**config.mk**
```make
export PLATFORM = sky130hd
export DESIGN_NAME = gps_weektime_pivot_expand
export DESIGN_NICKNAME = d
export VERILOG_FILES = /design/src/rtl/gwpe_pkg.sv /design/src/rtl/gps_weektime_pivot_expand.sv
export SDC_FILE = /design/constraint.sdc
export NUM_CORES = 1
export LEC_CHECK = 0
export BUFFER_PORTS_ARGS = -buffer_cell sky130_fd_sc_hd__clkbuf_2
export CAP_MARGIN = 20
export CELL_PAD_IN_SITES_DETAIL_PLACEMENT = 0
export CELL_PAD_IN_SITES_GLOBAL_PLACEMENT = 1
export CORE_ASPECT_RATIO = 1.25
export CORE_UTILIZATION = 54
export CTS_CLUSTER_SIZE = 12
export DETAILED_ROUTE_END_ITERATION = 12
export PLACE_DENSITY = 0.93
export SYNTH_ARGS = -nofsm -noshare
export SYNTH_HDL_FRONTEND = slang
export SYNTH_SLANG_ARGS = --single-unit
```
**constraint.sdc**
```tcl
create_clock -name clk -period 15.35 [get_ports clk]
set_input_delay 0.7675 -clock clk [delete_from_list [all_inputs] [get_ports clk]]
set_output_delay 0.7675 -clock clk [all_outputs]
set_load 0.05 [all_outputs]
```
**src/rtl/gwpe_pkg.sv**
```systemverilog
`timescale 1ns / 1ps
// gwpe_pkg: shared constants, types and helpers for the gps week-time pivot expander
// no dependencies; used by gps_weektime_pivot_expand

package gwpe_pkg;

    localparam int SECS_PER_WEEK = 7 * 86400;
    localparam int HALF_WEEK     = SECS_PER_WEEK / 2;

    // register map, index = paddr / 4
    localparam logic [1:0] REG_ERA_BASE_WEEK = 2'd0;
    localparam logic [1:0] REG_OFFSET_SECS   = 2'd1;
    localparam logic [1:0] REG_OFFSET_FRAC   = 2'd2;

    // whole weeks and remainder of a floor split by one week
    typedef struct packed {
        logic signed [3:0] weeks;
        logic [19:0]       secs;
    } week_split_t;

    // floor split of a value in -4 .. +3.99 weeks
    function automatic week_split_t week_split(input logic signed [23:0] s);
        week_split_t       res;
        logic signed [3:0]  q;
        logic signed [23:0] base;
        logic signed [23:0] rem;
        q = -4'sd4;
        for (int k = -3; k <= 3; k++)
        begin
            if (s >= $signed(24'(k * SECS_PER_WEEK)))
            begin
                q = 4'(k);
            end
        end
        base = $signed(24'(int'(q) * SECS_PER_WEEK));
        rem = s - base;
        res.weeks = q;
        res.secs = rem[19:0];
        return res;
    endfunction

endpackage

```
**src/rtl/gps_weektime_pivot_expand.sv**
```systemverilog
`timescale 1ns / 1ps
// gps_weektime_pivot_expand: unfolds a gps time-of-week around a pivot time
// depends on gwpe_pkg
//
// usage
//  - slave stream (s_*) takes one word per item: raw time of week plus the pivot
//    time (week, seconds, fraction); master stream (m_*) returns one word per item:
//    week number in the configured era, normalized seconds and fraction
//  - apb port holds era_base_week (0x0), offset_secs (0x4), offset_frac (0x8);
//    write these only while no word is in flight
//  - six register stages: a word accepted into stage 1 passes stages 2 to 5 and
//    shows on m_tvalid once it is in the stage 6 output register
//  - throughput one word per cycle while m_tready stays high; stages advance
//    independently, so a bubble anywhere in the pipe keeps s_tready high
//  - when m_tready is low the output word holds and the pipe fills up behind it;
//    s_tready drops only when all six stages hold a word, nothing is lost or doubled
//  - the era fold (distance mod ERA_WEEKS) uses a reciprocal multiply and a
//    multiply-back, each in its own stage, so the 16x32 multiplier sets the pace
//  - reset clears all valid bits and the configuration registers to zero
//  - ERA_WEEKS may be any value in 2..32768

module gps_weektime_pivot_expand #(
    parameter int ERA_WEEKS = 1024
) (
    input  logic        clk,
    input  logic        rst_n,
    // configuration port
    input  logic        psel,
    input  logic        penable,
    input  logic        pwrite,
    input  logic [3:0]  paddr,
    input  logic [31:0] pwdata,
    output logic [31:0] prdata,
    output logic        pready,
    // input stream
    input  logic        s_tvalid,
    output logic        s_tready,
    input  logic [95:0] s_tdata,   // time_of_week[19:0], pivot_week[35:20],
                                   // pivot_secs[57:36], pivot_frac[89:58], zero pad
    // output stream
    output logic        m_tvalid,
    input  logic        m_tready,
    output logic [71:0] m_tdata    // week_number[15:0], week_seconds[35:16],
                                   // second_fraction[67:36], zero pad
);

    // era constants; reciprocal is exact for 16-bit dividends
    localparam logic [15:0] EraWeeks = 16'(ERA_WEEKS);
    localparam logic [31:0] EraRecip =
        32'(((64'd1 << 32) + 64'(ERA_WEEKS) - 64'd1) / 64'(ERA_WEEKS));

    localparam logic [20:0] HalfWeek = 21'(gwpe_pkg::HALF_WEEK);

    // ------------------------------------------------------------------
    // configuration registers
    // ------------------------------------------------------------------
    logic [15:0] era_base_week_reg;
    logic [20:0] offset_secs_reg;
    logic [31:0] offset_frac_reg;
    logic        cfg_write;

    assign pready = 1'b1;
    assign cfg_write = psel && penable && pwrite && pready;

    always_ff @(posedge clk or negedge rst_n)
    begin
        if (!rst_n)
        begin
            era_base_week_reg <= '0;
            offset_secs_reg <= '0;
            offset_frac_reg <= '0;
        end
        else if (cfg_write)
        begin
            case (paddr[3:2])
                gwpe_pkg::REG_ERA_BASE_WEEK: era_base_week_reg <= pwdata[15:0];
                gwpe_pkg::REG_OFFSET_SECS:   offset_secs_reg <= pwdata[20:0];
                gwpe_pkg::REG_OFFSET_FRAC:   offset_frac_reg <= pwdata;
                default: ;
            endcase
        end
    end

    always_comb
    begin
        case (paddr[3:2])
            gwpe_pkg::REG_ERA_BASE_WEEK: prdata = {16'd0, era_base_week_reg};
            gwpe_pkg::REG_OFFSET_SECS:   prdata = {11'd0, offset_secs_reg};
            gwpe_pkg::REG_OFFSET_FRAC:   prdata = offset_frac_reg;
            default:                     prdata = '0;
        endcase
    end

    // ------------------------------------------------------------------
    // pipeline control: each stage loads when empty or when the next one moves
    // ------------------------------------------------------------------
    logic [6:1] vld_reg;
    logic [6:1] vld_next;
    logic [7:1] stage_en;
    logic [6:1] vld_prev;

    always_comb
    begin
        stage_en[7] = m_tready;
        for (int i = 6; i >= 1; i--)
        begin
            stage_en[i] = !vld_reg[i] || stage_en[i + 1];
        end
    end

    assign vld_prev = {vld_reg[5:1], s_tvalid};

    always_comb
    begin
        for (int i = 1; i <= 6; i++)
        begin
            vld_next[i] = stage_en[i] ? vld_prev[i] : vld_reg[i];
        end
    end

    always_ff @(posedge clk or negedge rst_n)
    begin
        if (!rst_n)
        begin
            vld_reg <= '0;
        end
        else
        begin
            vld_reg <= vld_next;
        end
    end

    assign s_tready = stage_en[1];
    assign m_tvalid = vld_reg[6];

    // ------------------------------------------------------------------
    // stage 1: unpack, add the whole-second offset
    // the fraction is the offset fraction alone, so no carry reaches the seconds
    // ------------------------------------------------------------------
    logic [19:0]        in_tow;
    logic [15:0]        in_pweek;
    logic [21:0]        in_psecs;
    logic [31:0]        in_pfrac;
    logic signed [23:0] secs1_next;

    assign in_tow   = s_tdata[19:0];
    assign in_pweek = s_tdata[35:20];
    assign in_psecs = s_tdata[57:36];
    assign in_pfrac = s_tdata[89:58];

    assign secs1_next = $signed({4'b0000, in_tow})
                      + $signed({{3{offset_secs_reg[20]}}, offset_secs_reg});

    logic signed [23:0] secs1_reg;
    logic signed [23:0] psraw1_reg;
    logic [15:0]        pweek1_reg;
    logic [31:0]        pfrac1_reg;
    logic [31:0]        frac1_reg;

    always_ff @(posedge clk)
    begin
        if (stage_en[1])
        begin
            secs1_reg <= secs1_next;
            psraw1_reg <= $signed({{2{in_psecs[21]}}, in_psecs});
            pweek1_reg <= in_pweek;
            pfrac1_reg <= in_pfrac;
            frac1_reg <= offset_frac_reg;
        end
    end

    // ------------------------------------------------------------------
    // stage 2: floor split of both second counts by one week
    // whole weeks of the time are dropped, those of the pivot move its week
    // ------------------------------------------------------------------
    gwpe_pkg::week_split_t secs_split;
    gwpe_pkg::week_split_t piv_split;
    logic [15:0]           week2_next;

    assign secs_split = gwpe_pkg::week_split(secs1_reg);
    assign piv_split  = gwpe_pkg::week_split(psraw1_reg);
    assign week2_next = pweek1_reg + {{12{piv_split.weeks[3]}}, piv_split.weeks};

    logic [19:0] secs2_reg;
    logic [19:0] psecs2_reg;
    logic [15:0] week2_reg;
    logic [31:0] pfrac2_reg;
    logic [31:0] frac2_reg;

    always_ff @(posedge clk)
    begin
        if (stage_en[2])
        begin
            secs2_reg <= secs_split.secs;
            psecs2_reg <= piv_split.secs;
            week2_reg <= week2_next;
            pfrac2_reg <= pfrac1_reg;
            frac2_reg <= frac1_reg;
        end
    end

    // ------------------------------------------------------------------
    // stage 3: pick the week within half a week of the pivot, ties on fraction,
    // then the distance from the era base
    // ------------------------------------------------------------------
    logic [20:0] lim;
    logic [20:0] secs2_ext;
    logic        week_dec;
    logic        week_inc;
    logic [15:0] week_adj;
    logic [15:0] dist3_next;

    assign secs2_ext = {1'b0, secs2_reg};

    always_comb
    begin
        week_dec = 1'b0;
        week_inc = 1'b0;
        if ({1'b0, psecs2_reg} < HalfWeek)
        begin
            // pivot early in its week: time late in the week belongs to the week before
            lim = {1'b0, psecs2_reg} + HalfWeek;
            week_dec = (secs2_ext > lim) || ((secs2_ext == lim) && (frac2_reg >= pfrac2_reg));
        end
        else
        begin
            // pivot late in its week: time early in the week belongs to the week after
            lim = {1'b0, psecs2_reg} - HalfWeek;
            week_inc = (secs2_ext < lim) || ((secs2_ext == lim) && (frac2_reg < pfrac2_reg));
        end
        if (week_dec)
        begin
            week_adj = 16'hFFFF;
        end
        else if (week_inc)
        begin
            week_adj = 16'd1;
        end
        else
        begin
            week_adj = 16'd0;
        end
    end

    assign dist3_next = week2_reg + week_adj - era_base_week_reg;

    logic [15:0] dist3_reg;
    logic [19:0] secs3_reg;
    logic [31:0] frac3_reg;

    always_ff @(posedge clk)
    begin
        if (stage_en[3])
        begin
            dist3_reg <= dist3_next;
            secs3_reg <= secs2_reg;
            frac3_reg <= frac2_reg;
        end
    end

    // ------------------------------------------------------------------
    // stage 4: quotient of the distance by the era length via reciprocal
    // ------------------------------------------------------------------
    logic [47:0] prod4_next;

    assign prod4_next = 48'(dist3_reg) * 48'(EraRecip);

    logic [47:0] prod4_reg;
    logic [15:0] dist4_reg;
    logic [19:0] secs4_reg;
    logic [31:0] frac4_reg;

    always_ff @(posedge clk)
    begin
        if (stage_en[4])
        begin
            prod4_reg <= prod4_next;
            dist4_reg <= dist3_reg;
            secs4_reg <= secs3_reg;
            frac4_reg <= frac3_reg;
        end
    end

    // ------------------------------------------------------------------
    // stage 5: multiply the quotient back
    // ------------------------------------------------------------------
    logic [15:0] quot4;
    logic [31:0] qe_full;

    assign quot4   = prod4_reg[47:32];
    assign qe_full = 32'(quot4) * 32'(EraWeeks);

    logic [15:0] qe5_reg;
    logic [15:0] dist5_reg;
    logic [19:0] secs5_reg;
    logic [31:0] frac5_reg;

    always_ff @(posedge clk)
    begin
        if (stage_en[5])
        begin
            qe5_reg <= qe_full[15:0];
            dist5_reg <= dist4_reg;
            secs5_reg <= secs4_reg;
            frac5_reg <= frac4_reg;
        end
    end

    // ------------------------------------------------------------------
    // stage 6: remainder back onto the era base; output register
    // ------------------------------------------------------------------
    logic [15:0] rem5;
    logic [15:0] week6_next;

    assign rem5       = dist5_reg - qe5_reg;
    assign week6_next = era_base_week_reg + rem5;

    logic [15:0] week6_reg;
    logic [19:0] secs6_reg;
    logic [31:0] frac6_reg;

    always_ff @(posedge clk)
    begin
        if (stage_en[6])
        begin
            week6_reg <= week6_next;
            secs6_reg <= secs5_reg;
            frac6_reg <= frac5_reg;
        end
    end

    assign m_tdata = {4'd0, frac6_reg, secs6_reg, week6_reg};

    // ------------------------------------------------------------------
    // assertions
    // ------------------------------------------------------------------
    // seconds leave the pipe normalized into one week
    assert property (@(posedge clk) disable iff (!rst_n)
        m_tvalid |-> (m_tdata[35:16] < 20'(gwpe_pkg::SECS_PER_WEEK)))
        else $error("week_seconds out of range");

    // the reciprocal quotient leaves a remainder below the era length
    assert property (@(posedge clk) disable iff (!rst_n)
        vld_reg[5] |-> (rem5 < EraWeeks))
        else $error("era remainder not reduced");

    // any empty stage lets a new word in
    assert property (@(posedge clk) disable iff (!rst_n)
        (vld_reg != 6'b111111) |-> s_tready)
        else $error("input stalled with a bubble in the pipe");

    // an output word that is not taken holds its place
    assert property (@(posedge clk) disable iff (!rst_n)
        (vld_reg[6] && !m_tready) |=> (vld_reg[6] && $stable(week6_reg)))
        else $error("stalled output word changed");

endmodule
```
# Word-level counts from Yosys, hierarchy flattened
# Index checks and enable logic that the tools add are counted.
[totals]
register_bits = 597
[classes]
n_addsub = 10
multipliers = 2
n_lt_le_gt_ge = 19
n_eq_ne = 4
n_mux = 19
n_reduce_logical = 22
[ops]
columns = ["operator", "n"]
rows = [
  ["$ge A22 B22 Y1 const B", 8],
  ["$pmux W32 S3", 1],
  ["$ge A22 B21 Y1 const B", 4],
  ["$add A16 B16 Y16", 3],
  ["$mux W4", 12],
  ["$ge A22 B1 Y1 const B", 2],
  ["$eq A20 B21 Y1", 2],
  ["$sub A20 B20 Y20", 2],
  ["$ge A32 B32 Y1", 1],
  ["$lt A32 B32 Y1", 1],
  ["$sub A16 B16 Y16", 2],
  ["$mul A4 B14 Y13 const B", 2],
  ["$add A21 B21 Y22", 1],
  ["$add A20 B19 Y21 const B", 1],
  ["$gt A20 B21 Y1", 1],
  ["$lt A20 B21 Y1", 1],
  ["$sub A20 B19 Y21 const B", 1],
  ["$lt A20 B19 Y1 const B", 1],
  ["$mux W16", 1],
  ["$logic_or A1 B1 Y1", 8],
  ["$logic_not A1 Y1", 6],
  ["$reduce_and A2 Y1", 3],
  ["$mux W1", 5],
  ["$logic_and A1 B1 Y1", 4],
  ["other kinds (3)", 3],
]

# Logic depth before layout (Yosys ltp)
# Gate-level depths: netlist of run 1.
[depth]
depth_word = 10
ltp_mapped = 29
mapped_depth_nobuf = 29

# Worst setup path after synthesis of run 1
# Ideal clock, no wire load.
[synth_timing]
path_kind = "input to register"
from = "input port m_tready"
to = "register frac1_reg[0], enable pin"
setup_ps = 1539
arrival_time_ps = 6381
t_required_ps = 13811
setup_slack_ps = 7429
cell_stages = 4
n_path_buf = 0
path_cell_list = "nor2b_1 -> nand3_1 -> nor2_1 -> nand3_1"
[synth_between]
elab_chain_cells = 6
[synth_rtl]
columns = ["element", "line", "rtl"]
rows = [
  ["start, declared", "gps_weektime_pivot_expand.sv:42", "input logic m_tready,"],
  ["$logic_or A1 B1 Y1 (3 in a row)", "gps_weektime_pivot_expand.sv:107", "stage_en[i] = !vld_reg[i] || stage_en[i + 1];"],
  ["via stage_en (one bit)", "gps_weektime_pivot_expand.sv:99", "logic [7:1] stage_en;"],
  ["$logic_or A1 B1 Y1 (3 in a row)", "gps_weektime_pivot_expand.sv:107", ""],
  ["via s_tready", "gps_weektime_pivot_expand.sv:37", "output logic s_tready,"],
  ["end signal, assigned", "gps_weektime_pivot_expand.sv:168", "frac1_reg <= offset_frac_reg;"],
  ["end, declared", "gps_weektime_pivot_expand.sv:158", "logic [31:0] frac1_reg;"],
]
# The timed path passes the listed nets, and every way through them passes these cells.
# A chain may end at the register's enable or synchronous reset.

# Worst setup path after layout of run 1
[layout_timing]
from = "register psecs2_reg[6]"
to = "register dist3_reg[13], data pin"
[layout_between]
elab_chain_cells = 9
[layout_rtl]
columns = ["element", "line", "rtl"]
rows = [
  ["start, declared", "gps_weektime_pivot_expand.sv:185", "logic [19:0] psecs2_reg;"],
  ["start signal, assigned", "gps_weektime_pivot_expand.sv:195", "psecs2_reg <= piv_split.secs;"],
  ["parallel branches: the longest is 6 deep, another holds $sub A20 B19 Y21", "-", ""],
  ["$mux W16 (*)", "gps_weektime_pivot_expand.sv:231", "if (week_dec)"],
  ["$add A16 B16 Y16 (*)", "gps_weektime_pivot_expand.sv:245", "assign dist3_next = week2_reg + week_adj - era_base_week_reg;"],
  ["$sub A16 B16 Y16 (*)", "gps_weektime_pivot_expand.sv:245", ""],
  ["via dist3_next[13]", "gps_weektime_pivot_expand.sv:211", "logic [15:0] dist3_next;"],
  ["end signal, assigned", "gps_weektime_pivot_expand.sv:255", "dist3_reg <= dist3_next;"],
  ["end, declared", "gps_weektime_pivot_expand.sv:247", "logic [15:0] dist3_reg;"],
]
# Mark *: on every way through the listed nets, which the timed path passes.

==> run summary, run 1 <==
LAYOUT
---------------------------------------------------------------------------------
Most common cell after layout, fill and taps aside ................. sky130_fd_sc_hd__edfxtp_1
Sequential cell area ...............................................  0.0172 mm^2
Share of layout cells above drive strength 1 .......................        18.3%
Total of fill cells in the finished design .........................         3585
Top library cells by usage in the layout, fill and taps aside ...... sky130_fd_sc_hd__edfxtp_1 (511), sky130_fd_sc_hd__clkbuf_2 (230), sky130_fd_sc_hd__ha_1 (202)
Layout-stage area growth over the synthesis result .................        14.0%
Fin cells ..........................................................         2815
Layout net count ...................................................         2493
Area of the multi-input gates ...................................... 0.00856 mm^2

SYNTH
---------------------------------------------------------------------------------
Post-synth EDFFs ...................................................          511
Cells after synthesis ..............................................         1854
Cell taking the most area after synthesis .......................... sky130_fd_sc_hd__edfxtp_1
Flip-flop and latch count after synthesis ..........................          586
Total standard cell area after synthesis ...........................  0.0265 mm^2
Leading cell types by total area after synthesis ................... sky130_fd_sc_hd__edfxtp_1 (58%), sky130_fd_sc_hd__ha_1 (9.5%), sky130_fd_sc_hd__dfrtp_1 (7.1%), sky130_fd_sc_hd__inv_1 (2.6%), sky130_fd_sc_hd__mux2_2 (2.5%)
Number of different library cells in the post-synthesis netlist ....           62
Sequential cell area fraction in the yosys report ..................        64.9%
Top_reg_cell synth ................................................. sky130_fd_sc_hd__edfxtp_1
Portion of synthesized cell area occupied by the leading cell type .        57.8%
Average footprint of a synthesized cell ............................    14.3 um^2
Synth warnings .....................................................            0
Fraction of registers with async set/reset .........................        12.8%

DIE
---------------------------------------------------------------------------------
Effective utilization at floorplan .................................        54.8%
Height of the die ..................................................       250 um
Floorplan row count ................................................           90
I/O pin cnt ........................................................          246
Core box area ......................................................  0.0484 mm^2
Area of the die ....................................................  0.0501 mm^2
Chip Width .........................................................       200 um

CLOCK TREE
---------------------------------------------------------------------------------
Latest clock arrival within the worst-skew pair ....................      0.62 ns
Sink Count .........................................................          586
Clock tree buffer depth ............................................            3
H-Tree Level Count .................................................            2
Clk slew on worst S/H paths ........................................      0.06 ns
Post-cts repair resize count .......................................            0
Clock tree from TritonCTS ..........................................          yes
Number of clock buffers inserted by TritonCTS ......................           57
Setup bufs post-CTS ................................................            0
Root Buffer ........................................................ sky130_fd_sc_hd__clkbuf_16

WORST SETUP PATH
---------------------------------------------------------------------------------
Crit-path slowest cell ............................................. sky130_fd_sc_hd__o41ai_1
CP cell instances .................................................. ha_1 > o21ai_0 > nand2_1 > xnor2_1 > ha_1 > nand4_1 > nor4_1 > a211oi_1 > o221a_2 > o31ai_1 > o211ai_1 > buf_4 > fa_1 > inv_1 > ha_1 > a21oi_1 > o211ai_1 > o41ai_1 > nor3_1 > or2_1 > nor2_1 > xnor2_1
Worst endpoint required time .......................................     15.72 ns
Worst-path maximum fanout ..........................................           15
Cell occurring most often along the worst timing path .............. sky130_fd_sc_hd__ha_1
Setup crit start kind ..............................................    flip-flop
Peak per-stage delay on the critical path ..........................      0.70 ns
CP arrival .........................................................      6.43 ns
Critical path start-end classification ............................. flip-flop to flip-flop
Sort of element at the end of the critical path ....................    flip-flop

GLOBAL ROUTING
---------------------------------------------------------------------------------
Wire length of the first global-routing pass .......................      83.2 mm
Via count of the first global-routing pass .........................        15800
Antenna violations before repair ...................................            5
Aggregate global routing overflow ..................................            0
Overall global routing resource usage ..............................        21.6%
Largest net degree at the start of global routing ..................           76

PLACEMENT
---------------------------------------------------------------------------------
Placed cell count ..................................................         2710
DP Wirelength ......................................................      38.6 mm
Port Buffers .......................................................          231
Routability congestion estimate ....................................        0.903

TIMING
---------------------------------------------------------------------------------
Share of the cycle needed by the critical path after routing .......        39.5%
Total Neg Setup Slack ..............................................         0 ns
Fmax ...............................................................      165 MHz
Setup repair after global routing missed its margin ................        false
Max-slew violation count ...........................................            0
Clock period minus final worst setup slack .........................      6.07 ns
Worst-margin pin slew ..............................................      1.01 ns
Tightest slew margin relative to the limit .........................        31.9%
Final-report hold violation count ..................................            0
Fin Clk Skew .......................................................    0.0247 ns
Number of failing setup endpoints in the final timing report .......            0

DETAILED ROUTING
---------------------------------------------------------------------------------
Number of DRC markers in iteration 0 ...............................          884
Count of antenna-violating nets left after detailed routing ........            0
Detailed-route wire length per cell ................................      19.1 um
Count of TritonRoute iterations in the first routing pass ..........            7
DRT Wirelength .....................................................      53.7 mm
Vias/cell ..........................................................         5.51
Total vias in the final route ......................................        15500
DRC violations left ................................................            0

MIN PATH
---------------------------------------------------------------------------------
Min-Delay Path Class ............................................... primary input to flip-flop

PWR
---------------------------------------------------------------------------------
Max VDD drop .......................................................     0.109 mV
Total power per unit cell area .....................................  222 mW/mm^2
Static leakage .....................................................      12.8 nW

FLOW RUN
---------------------------------------------------------------------------------
Maximum capacitance violations .....................................            0

OUTCOME
---------------------------------------------------------------------------------
Result of the run .................................................. finished, final reports clean

==> per-layer routing <==
layer  vias to the layer above  part of all wire [%]  global-route usage (%)
met1                      7503                    39                    25.7
li1                       7344                     -                       -
met4                         6                   4.5                    10.3
met5                         -                 0.069                       0
met3                       141                   5.5                    3.72
met2                       520                    51                    37.9
==> logic make-up (layout without fill, tap and decap cells) <==
kind of cell    count (synthesis)  count (layout)  share of synthesized area, %
compound gates                310             310                          7.44
xor+xnor                      123             123                          4.06
simple gates                  315             315                          5.93
fa+ha+maj                     227             227                          11.4
buf+inv                       215             527                          3.11
other cells                     2               7                        0.0283
flops                         586             586                          64.9
mux                            76              76                          3.15
==> cells in the mapped netlist (4+ instances only) <==
cell type / number
sky130_fd_sc_hd__a211o_1: 6
sky130_fd_sc_hd__a211oi_1: 7
sky130_fd_sc_hd__a21o_1: 34
sky130_fd_sc_hd__a21oi_1: 87
sky130_fd_sc_hd__a22o_1: 5
sky130_fd_sc_hd__a31o_2: 4
sky130_fd_sc_hd__a31oi_1: 14
sky130_fd_sc_hd__a41oi_1: 4
sky130_fd_sc_hd__and2_1: 17
sky130_fd_sc_hd__and3_1: 5
sky130_fd_sc_hd__buf_4: 5
sky130_fd_sc_hd__clkbuf_1: 25
sky130_fd_sc_hd__dfrtp_1: 75
sky130_fd_sc_hd__edfxtp_1: 511
sky130_fd_sc_hd__fa_1: 25
sky130_fd_sc_hd__ha_1: 202
sky130_fd_sc_hd__inv_1: 183
sky130_fd_sc_hd__mux2_2: 60
sky130_fd_sc_hd__mux2i_1: 16
sky130_fd_sc_hd__nand2_1: 82
sky130_fd_sc_hd__nand2b_1: 9
sky130_fd_sc_hd__nand3_1: 25
sky130_fd_sc_hd__nand4_1: 18
sky130_fd_sc_hd__nand4b_1: 6
sky130_fd_sc_hd__nor2_1: 63
sky130_fd_sc_hd__nor2b_1: 18
sky130_fd_sc_hd__nor3_1: 32
sky130_fd_sc_hd__nor4_1: 10
sky130_fd_sc_hd__o2111ai_1: 4
sky130_fd_sc_hd__o211ai_1: 9
sky130_fd_sc_hd__o21a_1: 14
sky130_fd_sc_hd__o21ai_0: 61
sky130_fd_sc_hd__o21ai_1: 12
sky130_fd_sc_hd__o21bai_1: 16
sky130_fd_sc_hd__o31a_1: 4
sky130_fd_sc_hd__o31ai_1: 6
sky130_fd_sc_hd__o41ai_1: 4
sky130_fd_sc_hd__or2_2: 10
sky130_fd_sc_hd__or3_1: 9
sky130_fd_sc_hd__xnor2_1: 76
sky130_fd_sc_hd__xor2_1: 47
==> what timing repair did <==
| action | CTS | global route |
|---|---|---|
| hold buffers | 0 | 1 |
| setup endpoints to repair | 0 | 0 |
| hold endpoints to repair | 0 | 5 |
==> worst paths after layout <==
| path | startpoint | end | slack [ns] | depth (start not counted) |
|---|---|---|---|---|
| max | psecs2_reg[6]$_DFFE_PP_ | dist3_reg[13]$_DFFE_PP_ | 9.28 | 22 |
| min | s_tdata[66] | pfrac1_reg[8]$_DFFE_PP_ | 0.33 | 1 |
| max reg2reg | psecs2_reg[6]$_DFFE_PP_ | dist3_reg[13]$_DFFE_PP_ | 9.28 | 22 |
| min reg2reg | secs5_reg[9]$_DFFE_PP_ | secs6_reg[9]$_DFFE_PP_ | 0.41 | 0 |
| max in group asynchronous | rst_n | offset_frac_reg[22]$_DFFE_PN0P_ | 14.22 | 3 |
| min in group asynchronous | rst_n | vld_reg[5]$_DFFE_PN0P_ | 0.51 | 2 |
==> power breakdown <==
part	internal [W]	leakage, nW	switching (W)
clock network	0.000721	0.826	0.000566
registers	0.00248	6.21	0.000307
logic	0.00109	5.81	0.00157
total	0.00429	12.8	0.00244
==> cell type report <==
type | count | share of cell area, %
Inverter | 183 | 2.27
Tap cell | 644 | 2.66
Sequential cell | 586 | 56.9
Timing Repair Buffer | 243 | 4.20
Antenna cell | 2 | 0.0165
Clock buffer | 91 | 5.34
Clock inverter | 10 | 0.314
Multi-Input combinational cell | 1056 | 28.3
==> per-stage QoR <==
step | area [um^2] | power [W] | worst slack (ns) | hold WS, ns | util (%)
floorplan | 26600 | 0.00476 | 7.43 | 0.400 | -
global placement | 28500 | 0.00531 | 9.21 | 0.400 | 58.9
detailed placement | 28500 | 0.00543 | 9.14 | 0.405 | 58.9
CTS | 30200 | 0.00677 | 9.13 | 0.294 | 62.4
global route | 30300 | 0.00718 | 8.72 | 0.298 | 62.5
finish | 30300 | 0.00673 | 9.28 | 0.326 | 62.5
==> worst max-delay path, delay by kind of cell, from the launching register on <==
kind                     cells  cell delay, ns
buffers and inverters        2            0.31
AO/OA/AOI/OAI                8            2.02
flip-flops                   1            0.48
AND/OR/NAND/NOR              6            1.36
adder cells (fa/ha/maj)      4            1.41
XOR/XNOR                     2            0.23
No activity file was read; power rests on OpenSTA's default activity.
==> run 2, diff against run 1 <==
ABC_AREA = 1   (was not set)
CORE_UTILIZATION = 49   (was 54)
PLACE_DENSITY = 0.87   (was 0.93)
clock period = 6.1 ns   (was 15.35 ns; I/O delays follow)
==> run 2 against run 1 <==
  * Register-to-register slack got worse by 8.5 ns
  * Non-clock buffer count rose by 97
  * Clock power grew to 2.6 times the previous value
  * Via count grew 9.6%
  * Synthesized cell count increased by 18%
  * Sequential cell count did not move
  * Sequential share of layout area fell by 2.9 points
==> run summary, run 2 <==
OUTCOME
---------------------------------------------------------------------------------
Result of the run .................................................. finished, final reports clean   unchanged

FLOW RUN
---------------------------------------------------------------------------------
Maximum capacitance violations .....................................            0   unchanged

TIMING
---------------------------------------------------------------------------------
Final-report hold violation count ..................................            0   unchanged
Share of the cycle needed by the critical path after routing .......        87.7%   was 39.5%
Worst-margin pin slew ..............................................      1.02 ns   was 1.01 ns
Max-slew violation count ...........................................            0   unchanged
Setup repair after global routing missed its margin ................        false   unchanged
Fin Clk Skew .......................................................    0.0266 ns   was 0.0247 ns
Total Neg Setup Slack ..............................................         0 ns   unchanged
Number of failing setup endpoints in the final timing report .......            0   unchanged
Tightest slew margin relative to the limit .........................        32.1%   was 31.9%
Clock period minus final worst setup slack .........................      5.35 ns   was 6.07 ns
Final worst hold slack .............................................    0.0316 ns   was 0.326 ns
Fmax ...............................................................      187 MHz   was 165 MHz

WORST SETUP PATH
---------------------------------------------------------------------------------
Number of buffers and inverters on the critical path ...............            1   was 2
Crit path max-delay family .........................................  adder cells   was compound AO/OA/AOI/OAI gates
Worst endpoint required time .......................................      6.47 ns   was 15.72 ns
Cell depth of the worst flop-to-flop path ..........................           26   was 22
Total number of cells along the worst setup path ...................           26   was 22
Reg-to-reg endpoint ................................................ dist3_reg[9]$_DFFE_PP_   was dist3_reg[13]$_DFFE_PP_
R2R Setup Slk ......................................................      0.75 ns   was 9.28 ns
Peak per-stage delay on the critical path ..........................      0.56 ns   was 0.70 ns
Worst setup startpoint ............................................. psecs2_reg[6]$_DFFE_PP_   unchanged
Sort of element at the end of the critical path ....................    flip-flop   unchanged
Setup crit start kind ..............................................    flip-flop   unchanged
CP arrival .........................................................      5.72 ns   was 6.43 ns
Start of the worst register-to-register path ....................... psecs2_reg[6]$_DFFE_PP_   unchanged
Worst-path maximum fanout ..........................................           15   unchanged
Setup crit end ..................................................... dist3_reg[9]$_DFFE_PP_   was dist3_reg[13]$_DFFE_PP_
Crit-path slowest cell ............................................. sky130_fd_sc_hd__fa_1   was sky130_fd_sc_hd__o41ai_1
Critical path start-end classification ............................. flip-flop to flip-flop   unchanged

SYNTH
---------------------------------------------------------------------------------
Sequential cell area fraction in the yosys report ..................        63.9%   was 64.9%
Total standard cell area after synthesis ...........................  0.0270 mm^2   was 0.0265 mm^2
XOR/XNOR share of the synthesized area .............................        4.06%   about the same
Leading cell types by total area after synthesis ................... sky130_fd_sc_hd__edfxtp_1 (57%), sky130_fd_sc_hd__ha_1 (9.4%), sky130_fd_sc_hd__dfrtp_1 (7.0%), sky130_fd_sc_hd__nand2_1 (4.6%), sky130_fd_sc_hd__inv_1 (4.3%)   was sky130_fd_sc_hd__edfxtp_1 (58%), sky130_fd_sc_hd__ha_1 (9.5%), sky130_fd_sc_hd__dfrtp_1 (7.1%), sky130_fd_sc_hd__inv_1 (2.6%), sky130_fd_sc_hd__mux2_2 (2.5%)
Mux share of post-synthesis cell area ..............................           0%   was 3.15%
Synth warnings .....................................................            0   unchanged
Adder-cell share of the synthesized area ...........................        11.2%   was 11.4%
Most common cell in the netlist .................................... sky130_fd_sc_hd__edfxtp_1   unchanged
Cell taking the most area after synthesis .......................... sky130_fd_sc_hd__edfxtp_1   unchanged
Number of different library cells in the post-synthesis netlist ....           56   was 62
Share of the synthesized area in compound gates (AO/OA/AOI/OAI) ....        6.91%   was 7.44%
List of most frequent post-synthesis cells ......................... sky130_fd_sc_hd__edfxtp_1 (511), sky130_fd_sc_hd__nand2_1 (329), sky130_fd_sc_hd__inv_1 (306)   was sky130_fd_sc_hd__edfxtp_1 (511), sky130_fd_sc_hd__ha_1 (202), sky130_fd_sc_hd__inv_1 (183)
Post-synth EDFFs ...................................................          511   unchanged
Top_reg_cell synth ................................................. sky130_fd_sc_hd__edfxtp_1   unchanged
Flip-flop and latch count after synthesis ..........................          586   unchanged
Fraction of registers with async set/reset .........................        12.8%   unchanged
Average footprint of a synthesized cell ............................    12.4 um^2   was 14.3 um^2
Synth Area in Simple Gates .........................................        9.11%   was 5.93%
Cells after synthesis ..............................................         2183   was 1854
Portion of synthesized cell area occupied by the leading cell type .        56.9%   was 57.8%
Combinational family with the most area after synthesis ............  adder cells   unchanged

DIE
---------------------------------------------------------------------------------
Floorplan row count ................................................           95   was 90
I/O pin cnt ........................................................          246   unchanged
Area of the die ....................................................  0.0560 mm^2   was 0.0501 mm^2
Chip Width .........................................................       212 um   was 200 um
Effective utilization at floorplan .................................        49.9%   was 54.8%
Core box area ......................................................  0.0541 mm^2   was 0.0484 mm^2
Height of the die ..................................................       264 um   was 250 um

PWR
---------------------------------------------------------------------------------
Net switching power ................................................    0.00641 W   was 0.00244 W
Total Power ........................................................     0.0169 W   was 0.00673 W
Combinational share of power .......................................        39.8%   was 39.5%
Relative contribution of the clock network to total power ..........        20.0%   was 19.1%
Total power per unit cell area .....................................  530 mW/mm^2   was 222 mW/mm^2
Max VDD drop .......................................................     0.315 mV   was 0.109 mV
Internal Power .....................................................     0.0105 W   was 0.00429 W
Switching Share ....................................................        37.9%   was 36.3%
Flop pwr share .....................................................        40.2%   was 41.4%
Static leakage .....................................................      14.1 nW   was 12.8 nW

MIN PATH
---------------------------------------------------------------------------------
Min-Delay Path Class ............................................... primary input to flip-flop   unchanged

GLOBAL ROUTING
---------------------------------------------------------------------------------
Wire length of the first global-routing pass .......................      91.0 mm   was 83.2 mm
Via count of the first global-routing pass .........................        17300   was 15800
Antenna violations before repair ...................................            3   was 5
Overall global routing resource usage ..............................        21.1%   was 21.6%
Aggregate global routing overflow ..................................            0   unchanged
Largest net degree at the start of global routing ..................          107   was 76

DETAILED ROUTING
---------------------------------------------------------------------------------
Detailed-route wire length per cell ................................      17.4 um   was 19.1 um
Count of antenna-violating nets left after detailed routing ........            0   unchanged
Total vias in the final route ......................................        17000   was 15500
Count of TritonRoute iterations in the first routing pass ..........            5   was 7
DRC violations left ................................................            0   unchanged
Vias/cell ..........................................................         5.10   was 5.51
DRT Wirelength .....................................................      58.2 mm   was 53.7 mm
Number of DRC markers in iteration 0 ...............................         1103   was 884

CLOCK TREE
---------------------------------------------------------------------------------
Root Buffer ........................................................ sky130_fd_sc_hd__clkbuf_16   unchanged
H-Tree Level Count .................................................            2   unchanged
Clock tree buffer depth ............................................            3   unchanged
Clk slew on worst S/H paths ........................................      0.06 ns   about the same
Setup bufs post-CTS ................................................            0   unchanged
Sink Count .........................................................          586   unchanged
Clock tree from TritonCTS ..........................................          yes   unchanged
Latest clock arrival within the worst-skew pair ....................      0.63 ns   was 0.62 ns
Number of clock buffers inserted by TritonCTS ......................           58   was 57
Post-cts repair resize count .......................................            0   unchanged

LAYOUT
---------------------------------------------------------------------------------
Layout net count ...................................................         2924   was 2493
Most common cell after layout, fill and taps aside ................. sky130_fd_sc_hd__edfxtp_1   unchanged
Layout-stage area growth over the synthesis result .................        18.3%   was 14.0%
Share of layout cells above drive strength 1 .......................        14.3%   was 18.3%
Top library cells by usage in the layout, fill and taps aside ...... sky130_fd_sc_hd__edfxtp_1 (511), sky130_fd_sc_hd__nand2_1 (327), sky130_fd_sc_hd__inv_1 (300)   was sky130_fd_sc_hd__edfxtp_1 (511), sky130_fd_sc_hd__clkbuf_2 (230), sky130_fd_sc_hd__ha_1 (202)

PLACEMENT
---------------------------------------------------------------------------------
Port Buffers .......................................................          231   unchanged
DP Wirelength ......................................................      41.8 mm   was 38.6 mm
Routability congestion estimate ....................................        0.905   was 0.903

-- run 2: changes by cell type in the layout (fill, tap and decap cells not counted), moves of 48 or more --
cell                            delta
sky130_fd_sc_hd__mux2_2           -60
sky130_fd_sc_hd__nand2_1         +247
sky130_fd_sc_hd__nor2_1           +54
sky130_fd_sc_hd__xor2_1           +48
sky130_fd_sc_hd__dlygate4sd3_1    +95
sky130_fd_sc_hd__inv_1           +119
-- run 2: per-layer routing --
metal / GRT usage (%) / vias to the layer above / share of wire (%) / wire length [um]
met5: 0 / - / 0.021 / 12
met4: 6.38 / 2 / 2.4 / 1400
met1: 25.4 / 8229 / 40 / 23300
li1: - / 8284 / - / -
met3: 3.20 / 89 / 4.7 / 2740
met2: 38.6 / 403 / 53 / 30700
-- run 2: worst min path at each step --
| stage | startpoint | endpoint | slack [ns] | cells after the start |
|---|---|---|---|---|
| after global placement | frac4_reg[13]$_DFFE_PP_ | frac5_reg[13]$_DFFE_PP_ | 0.40 | 0 |
| after detailed placement | dist3_reg[12]$_DFFE_PP_ | dist4_reg[12]$_DFFE_PP_ | 0.40 | 0 |
| after CTS | pwdata[5] | offset_secs_reg[5]$_DFFE_PN0P_ | 0.002 | 3 |
| after global routing | s_tdata[0] | secs1_reg[0]$_DFFE_PP_ | 0.04 | 2 |
| final | pwdata[5] | offset_secs_reg[5]$_DFFE_PN0P_ | 0.03 | 3 |
| after floorplan | rst_n | era_base_week_reg[0]$_DFFE_PN0P_ | 0.009 | 0 |
-- run 2: final cells by class --
| class | instances | area, um^2 |
|---|---|---|
| clock buffers | 98 | 1660 |
| clock inverters | 10 | 153 |
| repair buffers | 340 | 2230 |
| flip-flops and latches | 586 | 17200 |
| inverters | 311 | 1190 |
| fillers | 4248 | 22200 |
| well taps | 727 | 910 |
| multi-input cells | 1261 | 8520 |
| diodes | 4 | 10.0 |
-- run 2: stage by stage --
step	instance area, um^2	utilization [%]	instances	worst slack [ns]
final	31900	59.0	3337	0.752
after global routing	31900	59.0	3335	0.196
after CTS	31900	58.9	3332	0.730
after detailed placement	29100	53.8	3128	0.753
after global placement	29100	53.8	3128	0.804
after floorplan	27000	-	2186	-1.81
-- run 2: kinds of logic after synthesis --
family                     after synthesis
AOI/OAI and AO/OA                      326
xor gates and xnor gates               125
adders and majority gates              227
buffers and inverters                  339
DFF                                    586
other                                    2
and+or+nand+nor                        578
-- run 2: power groups by stage --
stage	clock network [W]	registers, W	logic (W)
after floorplan	0	0.00696	0.00477
after global placement	0	0.00683	0.00646
after detailed placement	0	0.00688	0.00667
after CTS	0.00346	0.00681	0.00676
after global routing	0.00360	0.00691	0.00763
final	0.00338	0.00679	0.00674
-- run 2: timing repair --
item                                   4_1_cts  5_1_grt
endpoints found under the hold margin      193        0
hold buffers                                96        0
setup endpoints to repair                    0        0
-- run 2: worst min-delay path, cell delays in order --
cell                       delay [ns]
sky130_fd_sc_hd__clkbuf_2        0.08
sky130_fd_sc_hd__inv_1           0.08
sky130_fd_sc_hd__o21ai_0         0.16
